==> config.mk <==
export PLATFORM = sky130hd
export DESIGN_NAME = gcode_line_parser
export DESIGN_NICKNAME = d
export VERILOG_FILES = /design/src/rtl/glp_pkg.sv /design/src/rtl/gcode_line_parser.sv /design/src/rtl/glp_front.sv /design/src/rtl/glp_back.sv
export SDC_FILE = /design/constraint.sdc
export NUM_CORES = 2
export LEC_CHECK = 0
export BUFFER_PORTS_ARGS = -buffer_cell sky130_fd_sc_hd__buf_4
export CORE_MARGIN = 10
export CORE_UTILIZATION = 51
export DETAILED_ROUTE_END_ITERATION = 16
export PLACE_DENSITY_LB_ADDON = 0.05
export SLEW_MARGIN = 30
export SYNTH_ARGS = -nofsm -noshare
export SYNTH_HDL_FRONTEND = slang
export SYNTH_SLANG_ARGS = --single-unit
==> constraint.sdc <==
create_clock -name clock -period 6.35 [get_ports clock]
set_input_delay 0.635 -clock clock [delete_from_list [all_inputs] [get_ports clock]]
set_output_delay 0.635 -clock clock [all_outputs]
set_load 0.02 [all_outputs]
==> src/rtl/glp_pkg.sv <==
// Shared types, constants and character helpers for the G-code line parser.
package glp_pkg;

   // Default sizes handed to the top level.
   localparam int MAX_LINE_DEF  = 256;
   localparam int CODE_BITS_DEF = 16;
   localparam int LETTERS       = 26;

   // Position counters hold up to 256; the scan pointer runs a few past the end.
   localparam int POS_W = 9;
   localparam int P_W   = 10;

   // Characters of interest.
   localparam logic [7:0] CH_NUL   = 8'h00;
   localparam logic [7:0] CH_SPACE = 8'h20;
   localparam logic [7:0] CH_BANG  = 8'h21;
   localparam logic [7:0] CH_STAR  = 8'h2A;
   localparam logic [7:0] CH_PLUS  = 8'h2B;
   localparam logic [7:0] CH_MINUS = 8'h2D;
   localparam logic [7:0] CH_DOT   = 8'h2E;
   localparam logic [7:0] CH_ZERO  = 8'h30;
   localparam logic [7:0] CH_NINE  = 8'h39;
   localparam logic [7:0] CH_UA    = 8'h41;
   localparam logic [7:0] CH_UG    = 8'h47;
   localparam logic [7:0] CH_UM    = 8'h4D;
   localparam logic [7:0] CH_UN    = 8'h4E;
   localparam logic [7:0] CH_UT    = 8'h54;
   localparam logic [7:0] CH_UZ    = 8'h5A;
   localparam logic [7:0] CH_LA    = 8'h61;
   localparam logic [7:0] CH_LZ    = 8'h7A;

   // Command letters as reported.
   localparam logic [1:0] CMD_NONE = 2'd0;
   localparam logic [1:0] CMD_G    = 2'd1;
   localparam logic [1:0] CMD_M    = 2'd2;
   localparam logic [1:0] CMD_T    = 2'd3;

   // Result kinds.
   localparam logic KIND_PARAM   = 1'b0;
   localparam logic KIND_SUMMARY = 1'b1;

   localparam logic [4:0] LETTER_N    = 5'd13;
   localparam logic [4:0] LAST_LETTER = 5'd25;
   localparam logic [15:0] CODE_BANG  = 16'd32;

   // Line handed from the front to the back.
   typedef struct packed {
      logic             valid;
      logic [POS_W-1:0] len;
      logic             sat;
   } line_desc_type;

   // Back-to-front handshake on the line buffer.
   typedef struct packed {
      logic take;
      logic release_buf;
   } back_ctrl_type;

   function automatic logic [7:0] upcase(input logic [7:0] c);
      logic [7:0] r;
      r = c;
      if (c >= CH_LA && c <= CH_LZ) begin
         r = c - 8'd32;
      end
      return r;
   endfunction

   function automatic logic is_digit(input logic [7:0] c);
      return (c >= CH_ZERO) && (c <= CH_NINE);
   endfunction

   function automatic logic is_sign(input logic [7:0] c);
      return (c == CH_PLUS) || (c == CH_MINUS);
   endfunction

   function automatic logic is_upper(input logic [7:0] c);
      return (c >= CH_UA) && (c <= CH_UZ);
   endfunction

   // M codes that take the rest of the line as their string argument.
   function automatic logic is_string_code(input logic [15:0] code);
      return (code == 16'd16) || (code == 16'd23) || (code == 16'd28) ||
             (code == 16'd30) || (code == 16'd117) || (code == 16'd118) ||
             (code == 16'd928) || ((code >= 16'd810) && (code <= 16'd819));
   endfunction

endpackage

==> src/rtl/gcode_line_parser.sv <==
// Top level of the G-code line parser: front end, line buffer and back end.
//
//  channel  direction  handshake            payload
//  req_     in         push / full          ch, end_of_line
//  rsp_     out        empty / pop          eleven result fields
//  csr_     in         valid / ready        wdata (subcode enable)
//
// One character is taken per cycle while the line buffer is free.
// After the end-of-line transaction the back end scans the buffer one
// character at a time through the buffer read port; full stays high meanwhile.
// The buffer is released before the drain, which steps through every letter and
// then the summary, waiting whenever rsp_ stalls; the next line may be typed in
// during the drain.
// Reset is synchronous and active high; it clears the subcode enable.
module gcode_line_parser
   import glp_pkg::*;
#(
   parameter int MAX_LINE  = MAX_LINE_DEF,
   parameter int CODE_BITS = CODE_BITS_DEF
) (
   input  logic        clock,
   input  logic        reset,
   input  logic        req_push,
   output logic        req_full,
   input  logic [7:0]  req_ch,
   input  logic        req_end_of_line,
   output logic        rsp_empty,
   input  logic        rsp_pop,
   output logic        rsp_item_kind,
   output logic [4:0]  rsp_letter_index,
   output logic [7:0]  rsp_value_offset,
   output logic        rsp_has_value,
   output logic [1:0]  rsp_command_code,
   output logic [15:0] rsp_code_number,
   output logic [25:0] rsp_seen_letters,
   output logic [7:0]  rsp_string_offset,
   output logic        rsp_has_string,
   output logic        rsp_overflow,
   output logic        rsp_last,
   input  logic        csr_valid,
   output logic        csr_ready,
   input  logic        csr_wdata
);

   line_desc_type  desc;
   back_ctrl_type  ctrl;
   logic [P_W-1:0] rd_addr;
   logic [7:0]     rd_data;

   // Character intake and line buffer.
   glp_front #(
      .MAX_LINE (MAX_LINE)
   ) u_front (
      .clock           (clock),
      .reset           (reset),
      .req_push        (req_push),
      .req_full        (req_full),
      .req_ch          (req_ch),
      .req_end_of_line (req_end_of_line),
      .rd_addr         (rd_addr),
      .rd_data         (rd_data),
      .desc            (desc),
      .ctrl            (ctrl)
   );

   // Line scan and result drain.
   glp_back #(
      .MAX_LINE  (MAX_LINE),
      .CODE_BITS (CODE_BITS)
   ) u_back (
      .clock             (clock),
      .reset             (reset),
      .csr_valid         (csr_valid),
      .csr_ready         (csr_ready),
      .csr_wdata         (csr_wdata),
      .desc              (desc),
      .ctrl              (ctrl),
      .rd_addr           (rd_addr),
      .rd_data           (rd_data),
      .rsp_empty         (rsp_empty),
      .rsp_pop           (rsp_pop),
      .rsp_item_kind     (rsp_item_kind),
      .rsp_letter_index  (rsp_letter_index),
      .rsp_value_offset  (rsp_value_offset),
      .rsp_has_value     (rsp_has_value),
      .rsp_command_code  (rsp_command_code),
      .rsp_code_number   (rsp_code_number),
      .rsp_seen_letters  (rsp_seen_letters),
      .rsp_string_offset (rsp_string_offset),
      .rsp_has_string    (rsp_has_string),
      .rsp_overflow      (rsp_overflow),
      .rsp_last          (rsp_last)
   );

endmodule

==> src/rtl/glp_front.sv <==
// Front end: takes characters into the line buffer and finds the effective line length.
module glp_front
   import glp_pkg::*;
#(
   parameter int MAX_LINE = MAX_LINE_DEF
) (
   input  logic              clock,
   input  logic              reset,
   input  logic              req_push,
   output logic              req_full,
   input  logic [7:0]        req_ch,
   input  logic              req_end_of_line,
   input  logic [P_W-1:0]    rd_addr,
   output logic [7:0]        rd_data,
   output line_desc_type     desc,
   input  back_ctrl_type     ctrl
);

   localparam int IW = $clog2(MAX_LINE);
   localparam logic [POS_W-1:0] POS_MAX = POS_W'(MAX_LINE);

   logic [7:0]       mem [MAX_LINE];
   logic [7:0]       rd_data_ff;
   logic             busy_ff, busy_in;
   line_desc_type    desc_ff, desc_in;
   logic [POS_W-1:0] pos_ff, pos_in;
   logic [POS_W-1:0] cut_len_ff, cut_len_in;
   logic [POS_W-1:0] lastns_ff, lastns_in;
   logic             cut_ff, cut_in;
   logic             sat_ff, sat_in;
   logic             accept;
   logic             stored;

   assign accept   = req_push && !busy_ff;
   assign stored   = pos_ff < POS_MAX;
   assign req_full = busy_ff;
   assign desc     = desc_ff;
   assign rd_data  = rd_data_ff;

   // Line buffer: written by incoming transactions, read by the back end.
   always_ff @(posedge clock) begin
      if (accept && stored) begin
         mem[pos_ff[IW-1:0]] <= req_ch;
      end
      rd_data_ff <= mem[rd_addr[IW-1:0]];
   end

   // Track the first NUL or checksum star, trimming spaces before the star.
   always_comb begin
      busy_in    = busy_ff;
      desc_in    = desc_ff;
      pos_in     = pos_ff;
      cut_len_in = cut_len_ff;
      lastns_in  = lastns_ff;
      cut_in     = cut_ff;
      sat_in     = sat_ff;
      if (ctrl.take) begin
         desc_in.valid = 1'b0;
      end
      if (ctrl.release_buf) begin
         busy_in = 1'b0;
      end
      if (accept) begin
         if (stored) begin
            pos_in = pos_ff + POS_W'(1);
            if (!cut_ff) begin
               if (req_ch == CH_NUL) begin
                  cut_in     = 1'b1;
                  cut_len_in = pos_ff;
               end else if (req_ch == CH_STAR) begin
                  cut_in     = 1'b1;
                  cut_len_in = lastns_ff;
               end else if (req_ch != CH_SPACE) begin
                  lastns_in = pos_ff + POS_W'(1);
               end
            end
         end else begin
            sat_in = 1'b1;
         end
         if (req_end_of_line) begin
            desc_in.valid = 1'b1;
            desc_in.len   = cut_in ? cut_len_in : pos_in;
            desc_in.sat   = sat_in;
            busy_in       = 1'b1;
            pos_in        = '0;
            cut_in        = 1'b0;
            lastns_in     = '0;
            sat_in        = 1'b0;
         end
      end
   end

   always_ff @(posedge clock) begin
      if (reset) begin
         busy_ff       <= 1'b0;
         desc_ff.valid <= 1'b0;
         pos_ff        <= '0;
         cut_ff        <= 1'b0;
         lastns_ff     <= '0;
         sat_ff        <= 1'b0;
      end else begin
         busy_ff       <= busy_in;
         desc_ff.valid <= desc_in.valid;
         pos_ff        <= pos_in;
         cut_ff        <= cut_in;
         lastns_ff     <= lastns_in;
         sat_ff        <= sat_in;
      end
      desc_ff.len <= desc_in.len;
      desc_ff.sat <= desc_in.sat;
      cut_len_ff  <= cut_len_in;
   end

   // The buffer is only freed by the back end.
   a_busy_release: assert property (@(posedge clock) disable iff (reset)
      $fell(busy_ff) |-> $past(ctrl.release_buf))
      else $error("line buffer freed without a release");

endmodule

==> src/rtl/glp_back.sv <==
// Back end: scans the buffered line, records parameters and drains the results.
module glp_back
   import glp_pkg::*;
#(
   parameter int MAX_LINE  = MAX_LINE_DEF,
   parameter int CODE_BITS = CODE_BITS_DEF
) (
   input  logic              clock,
   input  logic              reset,
   input  logic              csr_valid,
   output logic              csr_ready,
   input  logic              csr_wdata,
   input  line_desc_type     desc,
   output back_ctrl_type     ctrl,
   output logic [P_W-1:0]    rd_addr,
   input  logic [7:0]        rd_data,
   output logic              rsp_empty,
   input  logic              rsp_pop,
   output logic              rsp_item_kind,
   output logic [4:0]        rsp_letter_index,
   output logic [7:0]        rsp_value_offset,
   output logic              rsp_has_value,
   output logic [1:0]        rsp_command_code,
   output logic [15:0]       rsp_code_number,
   output logic [25:0]       rsp_seen_letters,
   output logic [7:0]        rsp_string_offset,
   output logic              rsp_has_string,
   output logic              rsp_overflow,
   output logic              rsp_last
);

   localparam int NB = (CODE_BITS > 16) ? 16 : CODE_BITS;
   localparam logic [NB+3:0]  CAP     = (NB+4)'((1 << NB) - 1);
   localparam logic [P_W-1:0] OFF_MAX = P_W'(MAX_LINE - 1);

   typedef enum logic [20:0] {
      ST_IDLE   = 21'h000001,
      ST_INIT   = 21'h000002,
      ST_LEAD   = 21'h000004,
      ST_NCHK   = 21'h000008,
      ST_NSKIP  = 21'h000010,
      ST_NDIG   = 21'h000020,
      ST_NSP    = 21'h000040,
      ST_CMD    = 21'h000080,
      ST_CSP    = 21'h000100,
      ST_NUM    = 21'h000200,
      ST_SUB    = 21'h000400,
      ST_SUBD   = 21'h000800,
      ST_PSP    = 21'h001000,
      ST_STRCHK = 21'h002000,
      ST_LOOP   = 21'h004000,
      ST_LSP    = 21'h008000,
      ST_TAIL   = 21'h010000,
      ST_TNUM   = 21'h020000,
      ST_TSP    = 21'h040000,
      ST_DRAIN  = 21'h080000,
      ST_SUM    = 21'h100000
   } state_type;

   state_type        state_ff, state_in;
   logic [P_W-1:0]   p_ff, p_in;
   logic [7:0]       w0_ff, w0_in, w1_ff, w1_in, w2_ff, w2_in;
   logic             pend_ff, pend_in;
   logic             inr_ff;
   logic [1:0]       fill_ff, fill_in;
   logic [POS_W-1:0] len_ff, len_in;
   logic             sub_en_ff;
   logic [1:0]       letter_ff, letter_in;
   logic [1:0]       cmd_ff, cmd_in;
   logic [NB-1:0]    num_ff, num_in;
   logic             sat_ff, sat_in;
   logic [25:0]      seen_ff, seen_in;
   logic [7:0]       voff_ff [LETTERS];
   logic             vhas_ff [LETTERS];
   logic [7:0]       sstart_ff, sstart_in;
   logic             sfound_ff, sfound_in;
   logic [4:0]       lt_ff, lt_in;
   logic [4:0]       i_ff, i_in;

   // Result register.
   logic             ovalid_ff, ovalid_in;
   logic             okind_ff, okind_in;
   logic [4:0]       olet_ff, olet_in;
   logic [7:0]       ooff_ff, ooff_in;
   logic             ohas_ff, ohas_in;
   logic [1:0]       ocmd_ff, ocmd_in;
   logic [15:0]      ocode_ff, ocode_in;
   logic [25:0]      oseen_ff, oseen_in;
   logic [7:0]       ostr_ff, ostr_in;
   logic             ohstr_ff, ohstr_in;
   logic             oovf_ff, oovf_in;
   logic             olast_ff, olast_in;

   logic             do_shift, rec_en, rec_has, str_en, goto_done, emit, can_emit;
   logic [4:0]       rec_idx;
   logic [P_W-1:0]   rec_off, str_off;
   logic [7:0]       c0u;
   logic [NB+3:0]    num_next;
   logic             has_num;

   function automatic logic [7:0] clamp_off(input logic [P_W-1:0] off);
      return (off > OFF_MAX) ? OFF_MAX[7:0] : off[7:0];
   endfunction

   assign csr_ready = 1'b1;
   assign rd_addr   = p_ff + P_W'(3);
   assign can_emit  = !ovalid_ff || rsp_pop;
   assign c0u       = upcase(w0_ff);
   assign num_next  = {num_ff, 3'b000} + {2'b00, num_ff, 1'b0} +
                      (NB+4)'(w0_ff - CH_ZERO);
   assign has_num   = is_digit(w0_ff) || (w0_ff == CH_DOT && is_digit(w1_ff)) ||
                      (is_sign(w0_ff) && (is_digit(w1_ff) ||
                       (w1_ff == CH_DOT && is_digit(w2_ff))));

   // Scan sequencer over a three-character window of the line.
   always_comb begin
      state_in  = state_ff;
      p_in      = p_ff;
      w0_in     = w0_ff;
      w1_in     = w1_ff;
      w2_in     = w2_ff;
      pend_in   = pend_ff;
      fill_in   = fill_ff;
      len_in    = len_ff;
      letter_in = letter_ff;
      cmd_in    = cmd_ff;
      num_in    = num_ff;
      sat_in    = sat_ff;
      sstart_in = sstart_ff;
      sfound_in = sfound_ff;
      lt_in     = lt_ff;
      i_in      = i_ff;
      do_shift  = 1'b0;
      rec_en    = 1'b0;
      rec_idx   = lt_ff;
      rec_off   = p_ff;
      rec_has   = 1'b0;
      str_en    = 1'b0;
      str_off   = p_ff;
      goto_done = 1'b0;
      emit      = 1'b0;
      ctrl.take = 1'b0;
      okind_in  = okind_ff;
      olet_in   = olet_ff;
      ooff_in   = ooff_ff;
      ohas_in   = ohas_ff;
      ocmd_in   = ocmd_ff;
      ocode_in  = ocode_ff;
      oseen_in  = oseen_ff;
      ostr_in   = ostr_ff;
      ohstr_in  = ohstr_ff;
      oovf_in   = oovf_ff;
      olast_in  = olast_ff;

      case (state_ff)
         ST_IDLE: begin
            if (desc.valid) begin
               ctrl.take = 1'b1;
               len_in    = desc.len;
               sat_in    = desc.sat;
               cmd_in    = CMD_NONE;
               num_in    = '0;
               sstart_in = '0;
               sfound_in = 1'b0;
               p_in      = {P_W{1'b1}} - P_W'(2);
               fill_in   = '0;
               state_in  = ST_INIT;
            end
         end
         ST_INIT: begin
            if (!pend_ff) begin
               if (fill_ff == 2'd3) begin
                  state_in = ST_LEAD;
               end else begin
                  do_shift = 1'b1;
                  fill_in  = fill_ff + 2'd1;
               end
            end
         end
         ST_LEAD: begin
            if (!pend_ff) begin
               if (w0_ff == CH_SPACE) do_shift = 1'b1;
               else state_in = ST_NCHK;
            end
         end
         ST_NCHK: begin
            if (!pend_ff) begin
               if (c0u == CH_UN && (is_digit(w1_ff) || is_sign(w1_ff))) begin
                  rec_en   = 1'b1;
                  rec_idx  = LETTER_N;
                  rec_off  = p_ff + P_W'(1);
                  rec_has  = 1'b1;
                  do_shift = 1'b1;
                  state_in = ST_NSKIP;
               end else begin
                  state_in = ST_CMD;
               end
            end
         end
         ST_NSKIP: begin
            if (!pend_ff) begin
               do_shift = 1'b1;
               state_in = ST_NDIG;
            end
         end
         ST_NDIG: begin
            if (!pend_ff) begin
               if (is_digit(w0_ff)) do_shift = 1'b1;
               else state_in = ST_NSP;
            end
         end
         ST_NSP: begin
            if (!pend_ff) begin
               if (w0_ff == CH_SPACE) do_shift = 1'b1;
               else state_in = ST_CMD;
            end
         end
         ST_CMD: begin
            if (!pend_ff) begin
               if (c0u == CH_UG || c0u == CH_UM || c0u == CH_UT) begin
                  letter_in = (c0u == CH_UG) ? CMD_G : ((c0u == CH_UM) ? CMD_M : CMD_T);
                  do_shift  = 1'b1;
                  state_in  = ST_CSP;
               end else begin
                  goto_done = 1'b1;
               end
            end
         end
         ST_CSP: begin
            if (!pend_ff) begin
               if (w0_ff == CH_SPACE) begin
                  do_shift = 1'b1;
               end else if (is_digit(w0_ff)) begin
                  num_in   = '0;
                  state_in = ST_NUM;
               end else begin
                  goto_done = 1'b1;
               end
            end
         end
         ST_NUM: begin
            // One decimal digit a step, saturating at the cap.
            if (!pend_ff) begin
               if (is_digit(w0_ff)) begin
                  if (num_next > CAP) begin
                     num_in = CAP[NB-1:0];
                     sat_in = 1'b1;
                  end else begin
                     num_in = num_next[NB-1:0];
                  end
                  do_shift = 1'b1;
               end else begin
                  cmd_in   = letter_ff;
                  state_in = ST_SUB;
               end
            end
         end
         ST_SUB: begin
            if (!pend_ff) begin
               if (sub_en_ff && w0_ff == CH_DOT) begin
                  do_shift = 1'b1;
                  state_in = ST_SUBD;
               end else begin
                  state_in = ST_PSP;
               end
            end
         end
         ST_SUBD: begin
            if (!pend_ff) begin
               if (is_digit(w0_ff)) do_shift = 1'b1;
               else state_in = ST_PSP;
            end
         end
         ST_PSP: begin
            if (!pend_ff) begin
               if (w0_ff == CH_SPACE) do_shift = 1'b1;
               else state_in = ST_STRCHK;
            end
         end
         ST_STRCHK: begin
            if (cmd_ff == CMD_M && is_string_code(16'(num_ff))) begin
               str_en    = 1'b1;
               goto_done = 1'b1;
            end else begin
               state_in = ST_LOOP;
            end
         end
         ST_LOOP: begin
            if (!pend_ff) begin
               if (c0u == CH_NUL) begin
                  goto_done = 1'b1;
               end else if (c0u == CH_BANG && cmd_ff == CMD_M &&
                            16'(num_ff) == CODE_BANG) begin
                  str_en    = 1'b1;
                  str_off   = p_ff + P_W'(1);
                  goto_done = 1'b1;
               end else if (is_upper(c0u)) begin
                  lt_in    = 5'(c0u - CH_UA);
                  do_shift = 1'b1;
                  state_in = ST_LSP;
               end else begin
                  str_en   = !sfound_ff;
                  do_shift = 1'b1;
                  state_in = ST_TAIL;
               end
            end
         end
         ST_LSP: begin
            if (!pend_ff) begin
               if (w0_ff == CH_SPACE) begin
                  do_shift = 1'b1;
               end else begin
                  str_en   = !has_num && !sfound_ff;
                  str_off  = p_ff - P_W'(1);
                  rec_en   = 1'b1;
                  rec_has  = has_num;
                  state_in = ST_TAIL;
               end
            end
         end
         ST_TAIL: begin
            if (!pend_ff) begin
               state_in = is_upper(w0_ff) ? ST_LOOP : ST_TNUM;
            end
         end
         ST_TNUM: begin
            if (!pend_ff) begin
               if (is_digit(w0_ff) || w0_ff == CH_DOT || is_sign(w0_ff)) do_shift = 1'b1;
               else state_in = ST_TSP;
            end
         end
         ST_TSP: begin
            if (!pend_ff) begin
               if (w0_ff == CH_SPACE) do_shift = 1'b1;
               else state_in = ST_LOOP;
            end
         end
         ST_DRAIN: begin
            // One letter a cycle; seen letters wait for a free result register.
            if (!seen_ff[i_ff] || can_emit) begin
               if (seen_ff[i_ff]) begin
                  emit     = 1'b1;
                  okind_in = KIND_PARAM;
                  olet_in  = i_ff;
                  ooff_in  = voff_ff[i_ff];
                  ohas_in  = vhas_ff[i_ff];
                  ocmd_in  = CMD_NONE;
                  ocode_in = '0;
                  oseen_in = '0;
                  ostr_in  = '0;
                  ohstr_in = 1'b0;
                  oovf_in  = 1'b0;
                  olast_in = 1'b0;
               end
               if (i_ff == LAST_LETTER) state_in = ST_SUM;
               else i_in = i_ff + 5'd1;
            end
         end
         ST_SUM: begin
            if (can_emit) begin
               emit     = 1'b1;
               okind_in = KIND_SUMMARY;
               olet_in  = '0;
               ooff_in  = '0;
               ohas_in  = 1'b0;
               ocmd_in  = cmd_ff;
               ocode_in = 16'(num_ff);
               oseen_in = seen_ff;
               ostr_in  = sfound_ff ? sstart_ff : 8'd0;
               ohstr_in = sfound_ff;
               oovf_in  = sat_ff;
               olast_in = 1'b1;
               state_in = ST_IDLE;
            end
         end
         default: begin
            state_in = ST_IDLE;
         end
      endcase

      // Window shift and refill from the buffer read port.
      if (do_shift) begin
         p_in    = p_ff + P_W'(1);
         w0_in   = w1_ff;
         w1_in   = w2_ff;
         pend_in = 1'b1;
      end
      if (pend_ff) begin
         w2_in   = inr_ff ? rd_data : CH_NUL;
         pend_in = 1'b0;
      end

      if (str_en) begin
         sfound_in = 1'b1;
         sstart_in = clamp_off(str_off);
      end
      if (goto_done) begin
         state_in = ST_DRAIN;
         i_in     = '0;
      end
      ctrl.release_buf = goto_done;
   end

   always_comb begin
      seen_in = seen_ff;
      if (ctrl.take) seen_in = '0;
      if (rec_en) seen_in[rec_idx] = 1'b1;
      ovalid_in = emit ? 1'b1 : (rsp_pop ? 1'b0 : ovalid_ff);
   end

   always_ff @(posedge clock) begin
      if (reset) begin
         state_ff  <= ST_IDLE;
         pend_ff   <= 1'b0;
         sub_en_ff <= 1'b0;
         ovalid_ff <= 1'b0;
         seen_ff   <= '0;
         sfound_ff <= 1'b0;
         cmd_ff    <= CMD_NONE;
      end else begin
         state_ff  <= state_in;
         pend_ff   <= pend_in;
         ovalid_ff <= ovalid_in;
         seen_ff   <= seen_in;
         sfound_ff <= sfound_in;
         cmd_ff    <= cmd_in;
         if (csr_valid && csr_ready) sub_en_ff <= csr_wdata;
      end
      inr_ff    <= rd_addr < P_W'(len_ff);
      p_ff      <= p_in;
      w0_ff     <= w0_in;
      w1_ff     <= w1_in;
      w2_ff     <= w2_in;
      fill_ff   <= fill_in;
      len_ff    <= len_in;
      letter_ff <= letter_in;
      num_ff    <= num_in;
      sat_ff    <= sat_in;
      sstart_ff <= sstart_in;
      lt_ff     <= lt_in;
      i_ff      <= i_in;
      okind_ff  <= okind_in;
      olet_ff   <= olet_in;
      ooff_ff   <= ooff_in;
      ohas_ff   <= ohas_in;
      ocmd_ff   <= ocmd_in;
      ocode_ff  <= ocode_in;
      oseen_ff  <= oseen_in;
      ostr_ff   <= ostr_in;
      ohstr_ff  <= ohstr_in;
      oovf_ff   <= oovf_in;
      olast_ff  <= olast_in;
      if (rec_en) begin
         voff_ff[rec_idx] <= rec_has ? clamp_off(rec_off) : 8'd0;
         vhas_ff[rec_idx] <= rec_has;
      end
   end

   assign rsp_empty         = !ovalid_ff;
   assign rsp_item_kind     = okind_ff;
   assign rsp_letter_index  = olet_ff;
   assign rsp_value_offset  = ooff_ff;
   assign rsp_has_value     = ohas_ff;
   assign rsp_command_code  = ocmd_ff;
   assign rsp_code_number   = ocode_ff;
   assign rsp_seen_letters  = oseen_ff;
   assign rsp_string_offset = ostr_ff;
   assign rsp_has_string    = ohstr_ff;
   assign rsp_overflow      = oovf_ff;
   assign rsp_last          = olast_ff;

   // No buffer read is outstanding once the scan has finished.
   a_no_read_after_scan: assert property (@(posedge clock) disable iff (reset)
      pend_ff |-> !(state_ff == ST_IDLE || state_ff == ST_DRAIN || state_ff == ST_SUM))
      else $error("buffer read outstanding outside the scan");

   // The summary closes the line.
   a_summary_ends_line: assert property (@(posedge clock) disable iff (reset)
      (state_ff == ST_SUM && emit) |=> (state_ff == ST_IDLE))
      else $error("summary did not return the back end to idle");

   // Only the summary carries the last flag.
   a_last_is_summary: assert property (@(posedge clock) disable iff (reset)
      ovalid_ff |-> (olast_ff == okind_ff))
      else $error("last flag and result kind disagree");

endmodule
Word-level counts from Yosys, hierarchy flattened --
Memories as Yosys holds them, arrays and structs flattened. A register that Yosys moved wholly into a read port is not among the register bits. Cells that the tools add are included.
Storage, ports and cells: bits in registers 246, memory bits (writable) 2282, memories kept 3
Memories:
- u_front.mem | depth 256, width 8, read ports 1, clocked after Yosys merged registers in 1, write ports 1, line glp_front.sv:22 | logic [7:0] mem [MAX_LINE];
- u_back.voff_ff | depth 26, width 8, read ports 1, clocked after Yosys merged registers in 1, write ports 1, line glp_back.sv:73 | logic [7:0] voff_ff [LETTERS];
- u_back.vhas_ff | depth 26, width 1, read ports 1, clocked after Yosys merged registers in 1, write ports 1, line glp_back.sv:74 | logic vhas_ff [LETTERS];
Cells by class: add/subtract/negate cells 11, order comparisons 22, equality and inequality tests 127, muxes and demuxes 218, bitwise gates (word level) 5, reductions and logical operators 75
Operator list (count):
- 21-bit 2-to-1 mux | 37
- 21-bit case mux with 21 select lines | 1
- 16-bit 2-to-1 mux | 10
- 26-bit 2-to-1 mux | 5
- 8-bit 2-to-1 mux | 15
- 9-bit 2-to-1 mux | 13
- 10-bit 2-to-1 mux | 11
- 1-bit 2-to-1 mux | 79
- 37-bit AND reduction | 2
- 8-bit by 6-bit equality test with 1-bit output, second input constant | 9
- 2-bit != test, second input constant | 35
- 16-bit by 5-bit equality test with 1-bit output, second input constant | 4
- 26-bit case mux with 2 select lines | 1
- 3-bit != test, second input constant | 17
- 5-bit 2-to-1 mux | 10
- 16-bit case mux with 3 select lines | 1
- 3-bit by 2-bit != test with 1-bit output, second input constant | 14
- 16-bit by 7-bit equality test with 1-bit output, second input constant | 2
- 8-bit by 7-bit equality test with 1-bit output, second input constant | 4
- 16-bit case mux with 2 select lines | 1
- 8-bit case mux with 2 select lines | 2
- 26-bit bitwise OR | 1
- 8-bit by 6-bit >= comparator with 1-bit output, second input constant | 3
- 8-bit by 7-bit >= comparator with 1-bit output, second input constant | 3
- 80 further kinds | 178

Logic depth before layout (Yosys ltp) --
depth after elaboration 14, depth in mapped cells 19, gate-level depth less buffers 15

Hierarchy --
Synthesis repeated with hierarchy kept, for this count alone.
Second synthesis, totals: cell total of the unflattened synthesis 5426, area total of the unflattened synthesis 102095.4 µm²
By module, submodules not included:
- glp_front | instances 1, cells an instance 3937, area an instance 81647.1 µm², seq. area each 62670.1 µm²
- glp_back | instances 1, cells an instance 1489, area an instance 20448.4 µm², seq. area each 12692.2 µm²

Least setup slack after synthesis --
OpenSTA, ideal clock, no wires.
path kind flip-flop to flip-flop, start register u_back.state_ff[8], end register u_back.ocode_ff[0] (netlist: u_back.rsp_code_number[0]) (enable), arrival time 5.188 ns, required time 5.854 ns, path slack 0.666 ns, stages on the path, launching flop included 9, cells stage by stage dfxtp_1 or4_4 buf_6 or4_4 buf_6 nor4_1 and3_1 nor2_1 nor2_1
Between the ends: longest elaborated chain between the ends 3, elaborated cells on any way between the ends 7, those cells by class 5 x eq/ne; 2 x reduce/logical
RTL lines:
- start: declaration | line glp_back.sv:60 | state_type state_ff, state_in;
- start signal: assignment | line glp_back.sv:421 | state_ff <= state_in;
- 21-bit equality test or 21-bit by 20-bit equality test with 1-bit output (tied branches) | line glp_back.sv:155 | case (state_ff)
- 2-bit by 1-bit != test with 1-bit output (no line) or 2-bit nonzero test (tied branches)
- 4-bit AND reduction (no line) *
- end signal: assignment | line glp_back.sv:447 | ocode_ff <= ocode_in;
- end: declaration | line glp_back.sv:87 | logic [15:0] ocode_ff, ocode_in;
Mark *: on every way between the ends. The rest lies on a longest branch, timed or not. A chain may end at the register's enable or synchronous reset.

Final worst setup path --
start register u_back.w0_ff[1], end memory u_back.voff_ff[15][4], data pin
Between the ends: longest elaborated chain between the ends 11, elaborated cells on any way between the ends 30, those cells by class 1 x add/sub; 5 x order compare; 5 x eq/ne; 11 x mux; 8 x reduce/logical
RTL lines:
- start: declaration | line glp_back.sv:62 | logic [7:0] w0_ff, w0_in, w1_ff, w1_in, w2_ff, w2_in;
- start signal: assignment | line glp_back.sv:431 | w0_ff <= w0_in;
- 8-bit by 7-bit >= comparator with 1-bit output or 8-bit by 7-bit less-or-equal comparator with 1-bit output (tied branches) | line glp_pkg.sv:62 | if (c >= CH_LA && c <= CH_LZ) begin
- 1-bit logical AND | line glp_pkg.sv:62
- 8-bit 2-to-1 mux | line glp_pkg.sv:62
- 8-bit by 7-bit equality test with 1-bit output | line glp_back.sv:188 | if (c0u == CH_UN && (is_digit(w1_ff) || is_sign(w1_ff))) begin
- 1-bit logical AND | line glp_back.sv:188
- 10-bit 2-to-1 mux | line glp_back.sv:188
- 10-bit 2-to-1 mux | line glp_back.sv:187 | if (!pend_ff) begin
- 10-bit 2-to-1 mux | line glp_back.sv:155
- 10-bit by 8-bit greater-than comparator with 1-bit output | line glp_back.sv:102 | return (off > OFF_MAX) ? OFF_MAX[7:0] : off[7:0];
- 8-bit 2-to-1 mux | line glp_back.sv:102
- 8-bit 2-to-1 mux * | line glp_back.sv:454 | voff_ff[rec_idx] <= rec_has ? clamp_off(rec_off) : 8'd0;
- end: declaration | line glp_back.sv:73
Marked as above.

==> Flow_metrics.wiki <==
{| class="wikitable"
! Metric !! Value
|-
| Status || completed
|-
| Sequential element share of the synthesized area || about 74%
|-
| Iteration count of the initial detailed-routing pass || 8
|-
| Power Density || between 300 and 400 mW/mm²
|-
| Wire length of the first global-routing pass || 361000 µm
|-
| FF-to-FF path depth || 10
|-
| Number of clock sinks seen by CTS || ~2500
|-
| Routed WL per cell || just over 30 µm
|-
| Top cell types by occurrence after synthesis || edfxtp_1 (2447), mux4_2 (710), nor2_1 (444)
|-
| Share of power burned in registers || a little over half
|-
| Area growth, synth to finish || 13.2%
|-
| Register bit total from synthesis || about 2500
|-
| Data required time of the critical path || 6950 ps
|-
| Min Tclk post-route || between 5000 and 6000 ps
|-
| Final Hold Viols || 0
|-
| Antenna viol nets, final || 0
|-
| Root buffer selected by CTS || clkbuf_16
|-
| Top FF cell, synth || edfxtp_1
|-
| Post-Place Cell Area || ~0.11 mm²
|-
| Endpoint with the worst hold slack || u_back.ovalid_ff$_SDFFE_PP0P_
|-
| WS Path Type || reg2reg
|-
| Maximum number of pins on one net before global-route repair || between 200 and 250
|-
| Synth top area cells || edfxtp_1 (72%), mux4_2 (16%), dfxtp_1 (1.9%)
|-
| Peak Freq || slightly below 200 MHz
|-
| Fraction of final layout cells with drive strength greater than 1 || ~26%
|-
| Number of enable-type register cells in the synthesized netlist || between 2000 and 2500
|-
| Critical path peak fanout || 26
|-
| Row cnt || 163
|-
| Reg-to-Reg End || u_back.voff_ff[15][4]$_DFFE_PP_
|-
| Final period utilization || roughly four fifths
|-
| PostCTS Resize Cnt || 0
|-
| Setup violations, final || 0
|-
| Wire length reported by the detailed router || 246000 µm
|-
| Final-stage net count || approximately 5400
|-
| Type of destination of the critical path || flop
|-
| CTS H-tree lvls || 5
|-
| Part of the total power dissipated in the clock network || 44.6%
|-
| Number of buffers on the longest clock path || 4
|-
| Share of flip-flops with an asynchronous set or reset after synthesis || 0%
|-
| Net switching power || a little over 7 mW
|-
| Number of stages on the worst hold path || 4
|-
| Clock insertion delay at the later pin of the skew report || 940 ps
|-
| Highest ir drop seen on vdd || 0.275 mV
|-
| Horiz. Die Dim || between 400 and 500 µm
|-
| Headroom to the max-slew limit || between 30% and 40%
|-
| Max Cap Violations || 0
|-
| Area share of and/or/nand/nor cells after synthesis || about 4.2%
|-
| Number of buffers created by CTS || 282
|-
| Internal power || 28.2 mW
|-
| Vias in the first global route || between 50000 and 60000
|-
| Placer congestion estimate || between 0.8 and 0.9
|-
| Setup repair after global routing missed its margin || no
|-
| Least-Margin Pin Slew || about 1000 ps
|-
| Mean post-synth cell area || 20.0 µm²
|-
| Switching share of power || roughly a fifth
|-
| Number of distinct library cells after synthesis || around 80
|-
| Final-report max-slew violation count || 0
|-
| CP Data Arrival Time || between 5000 and 6000 ps
|-
| Syn Inst Count || between 5000 and 6000
|-
| Mux cell area share after synthesis || between 10% and 20%
|-
| Xor/xnor share of the synthesized area || less than 1%
|-
| Reg2Reg Setup Slack || between 1000 and 1500 ps
|-
| Number of DRC markers after the initial detailed-route iteration || 5029
|-
| Launch instance of the worst register-to-register path || u_back.w0_ff[1]$_DFFE_PP_
|-
| Post-synthesis net count || between 5000 and 6000
|-
| Post-detailed-placement half-perimeter wirelength || about 150000 µm
|-
| Antenna violations before repair || 7
|-
| Total Routing Usage GR || 22.6%
|-
| Placeable core area || just under 0.2 mm²
|-
| Number of remaining DRC errors || 0
|-
| Via density per instance || 6.16
|-
| Layout Cells excl Fill || approximately 8100
|-
| Worst-path clk slew || approximately 60 ps
|-
| Final sum of negative setup slack || 0 ps
|-
| CTS tree || yes
|-
| Static Leak || roughly 37 nW
|-
| Top Ports || 88
|-
| Initial standard-cell utilization of the core || about half
|-
| Main combinational cell family by area after synthesis || multiplexers
|-
| Yosys Warn Count || 0
|-
| Synth area leader || edfxtp_1
|-
| Worst min-delay path startpoint || rsp_pop
|-
| Combinational Power Share || 3.3%
|-
| Synth top area share || 72.4%
|-
| IO Port Bufs || 86
|-
| Fraction of the mapped netlist area in compound gates || around 2.6%
|-
| Die outline area || around 0.22 mm²
|-
| Startpoint type of the worst setup path || flop
|-
| Most instantiated library cell after synthesis || edfxtp_1
|-
| Chip Height || about 470 µm
|-
| Placed insts || 7635
|-
| Total non-filler cell area in the finished layout || 0.115 mm²
|-
| Post-synthesis share of cell area spent on full adders, half adders and majority gates || 0.925%
|-
| Cell Area, Synth || a little over 0.1 mm²
|-
| Via count || 50000
|-
| Post-route clock skew || about 62 ps
|-
| Worst min-delay path category || in2reg
|-
| GR Overflow Total || 0
|}
==> through the flow <==
stage / hold WS (ps) / worst slack (ps) / util, % / power [mW]
after floorplan: 400 / 666 / - / 19.4
after global placement: 401 / 1310 / 53.6 / 19.9
after detailed placement: 405 / 1320 / 53.6 / 20.0
after CTS: 34.5 / 1300 / 58.1 / 35.7
after global routing: 78.7 / 1030 / 58.2 / 36.4
final: 94.1 / 1270 / 58.2 / 35.4
==> critical path, cell delays in order (launching register included) <==
cell	delay (ps)
edfxtp_1	530
inv_1	170
ha_1	300
or4b_1	560
a21oi_2	300
o311ai_0	240
a211oi_1	750
nand2_1	520
o21a_1	530
a31oi_1	270
o21a_1	630
==> per-layer routing <==
layer  part of all wire, %  routed length [µm]  vias to the layer above  GRT usage, %
met2                    49              120000                     1704          36.4
met3                   6.2               15400                      405          3.65
li1                      -                   -                    21300             -
met5                     0                   0                        -             0
met4                   2.6                6480                        0          6.15
met1                    42              105000                    26600          32.3
==> worst max-delay path by stage <==
stage          depth (start not counted)  slack (ps)                                       to                       startpoint
2_1_floorplan                          8         670  u_back.rsp_code_number[0]$_SDFFCE_PN0P_  u_back.state_ff[8]$_SDFFE_PP0P_
3_3_place_gp                          14        1310              u_back.sat_ff$_SDFFCE_PN1P_        u_back.w0_ff[4]$_DFFE_PP_
6_report                              10        1270          u_back.voff_ff[15][4]$_DFFE_PP_        u_back.w0_ff[1]$_DFFE_PP_
3_5_place_dp                          14        1320              u_back.sat_ff$_SDFFCE_PN1P_        u_back.w0_ff[4]$_DFFE_PP_
4_1_cts                               14        1300              u_back.sat_ff$_SDFFCE_PN1P_        u_back.w0_ff[4]$_DFFE_PP_
5_1_grt                               14        1030              u_back.sat_ff$_SDFFCE_PN1P_        u_back.w0_ff[4]$_DFFE_PP_
==> flip-flops by register name (all words and copies together) (netlist names), 11 cells and up, named ones only <==
name	cells
u_front.mem	2048
u_back.voff_ff	208
u_back.rsp_seen_letters	26
u_back.seen_ff	26
u_back.vhas_ff	26
u_back.state_ff	21
u_back.num_ff	16
u_back.rsp_code_number	16
u_front.desc	11
==> power groups by stage <==
stage | registers, mW | clock network (mW) | logic (mW)
3_5_place_dp | 18.8 | 0 | 1.17
5_1_grt | 18.4 | 16.7 | 1.26
4_1_cts | 18.4 | 16.1 | 1.18
6_report | 18.4 | 15.8 | 1.17
3_3_place_gp | 18.8 | 0 | 1.15
2_1_floorplan | 18.7 | 0 | 0.654
==> what timing repair did <==
| item | in CTS | in global routing |
|---|---|---|
| hold endpoints to repair | 4 | 0 |
| setup buffers | 0 | 0 |
| hold buffers | 3 | 0 |
==> layout by cell type (no fill, tap or decap), types with 61 or more instances in the layout <==
master and instances:
clkbuf_16 286, mux4_2 710, a22oi_1 66, clkbuf_1 61
buf_4 185, a21oi_1 117, nor2_1 408, inv_1 67
dfxtp_1 91, nand2_1 106, edfxtp_1 2447
==> kinds of logic after synthesis <==
logic type | Yosys count
AO/OA/AOI/OAI | 396
XOR/XNOR | 57
adder cells (fa/ha/maj) | 66
buffers and inverters | 358
flip-flops | 2541
multiplexers | 745
other | 1
AND/OR/NAND/NOR | 904
==> cell type report <==
cell class / instances / area [µm²]
fillers: 14500 / 82700
well taps: 2640 / 3300
repair buffers: 223 / 2060
diodes: 5 / 12.5
clock inverters: 125 / 1340
clock buffers: 353 / 7470
flip-flops and latches: 2541 / 75400
multi-input cells: 2169 / 25100
inverters: 68 / 255
No activity file was read; power rests on OpenSTA's default activity.
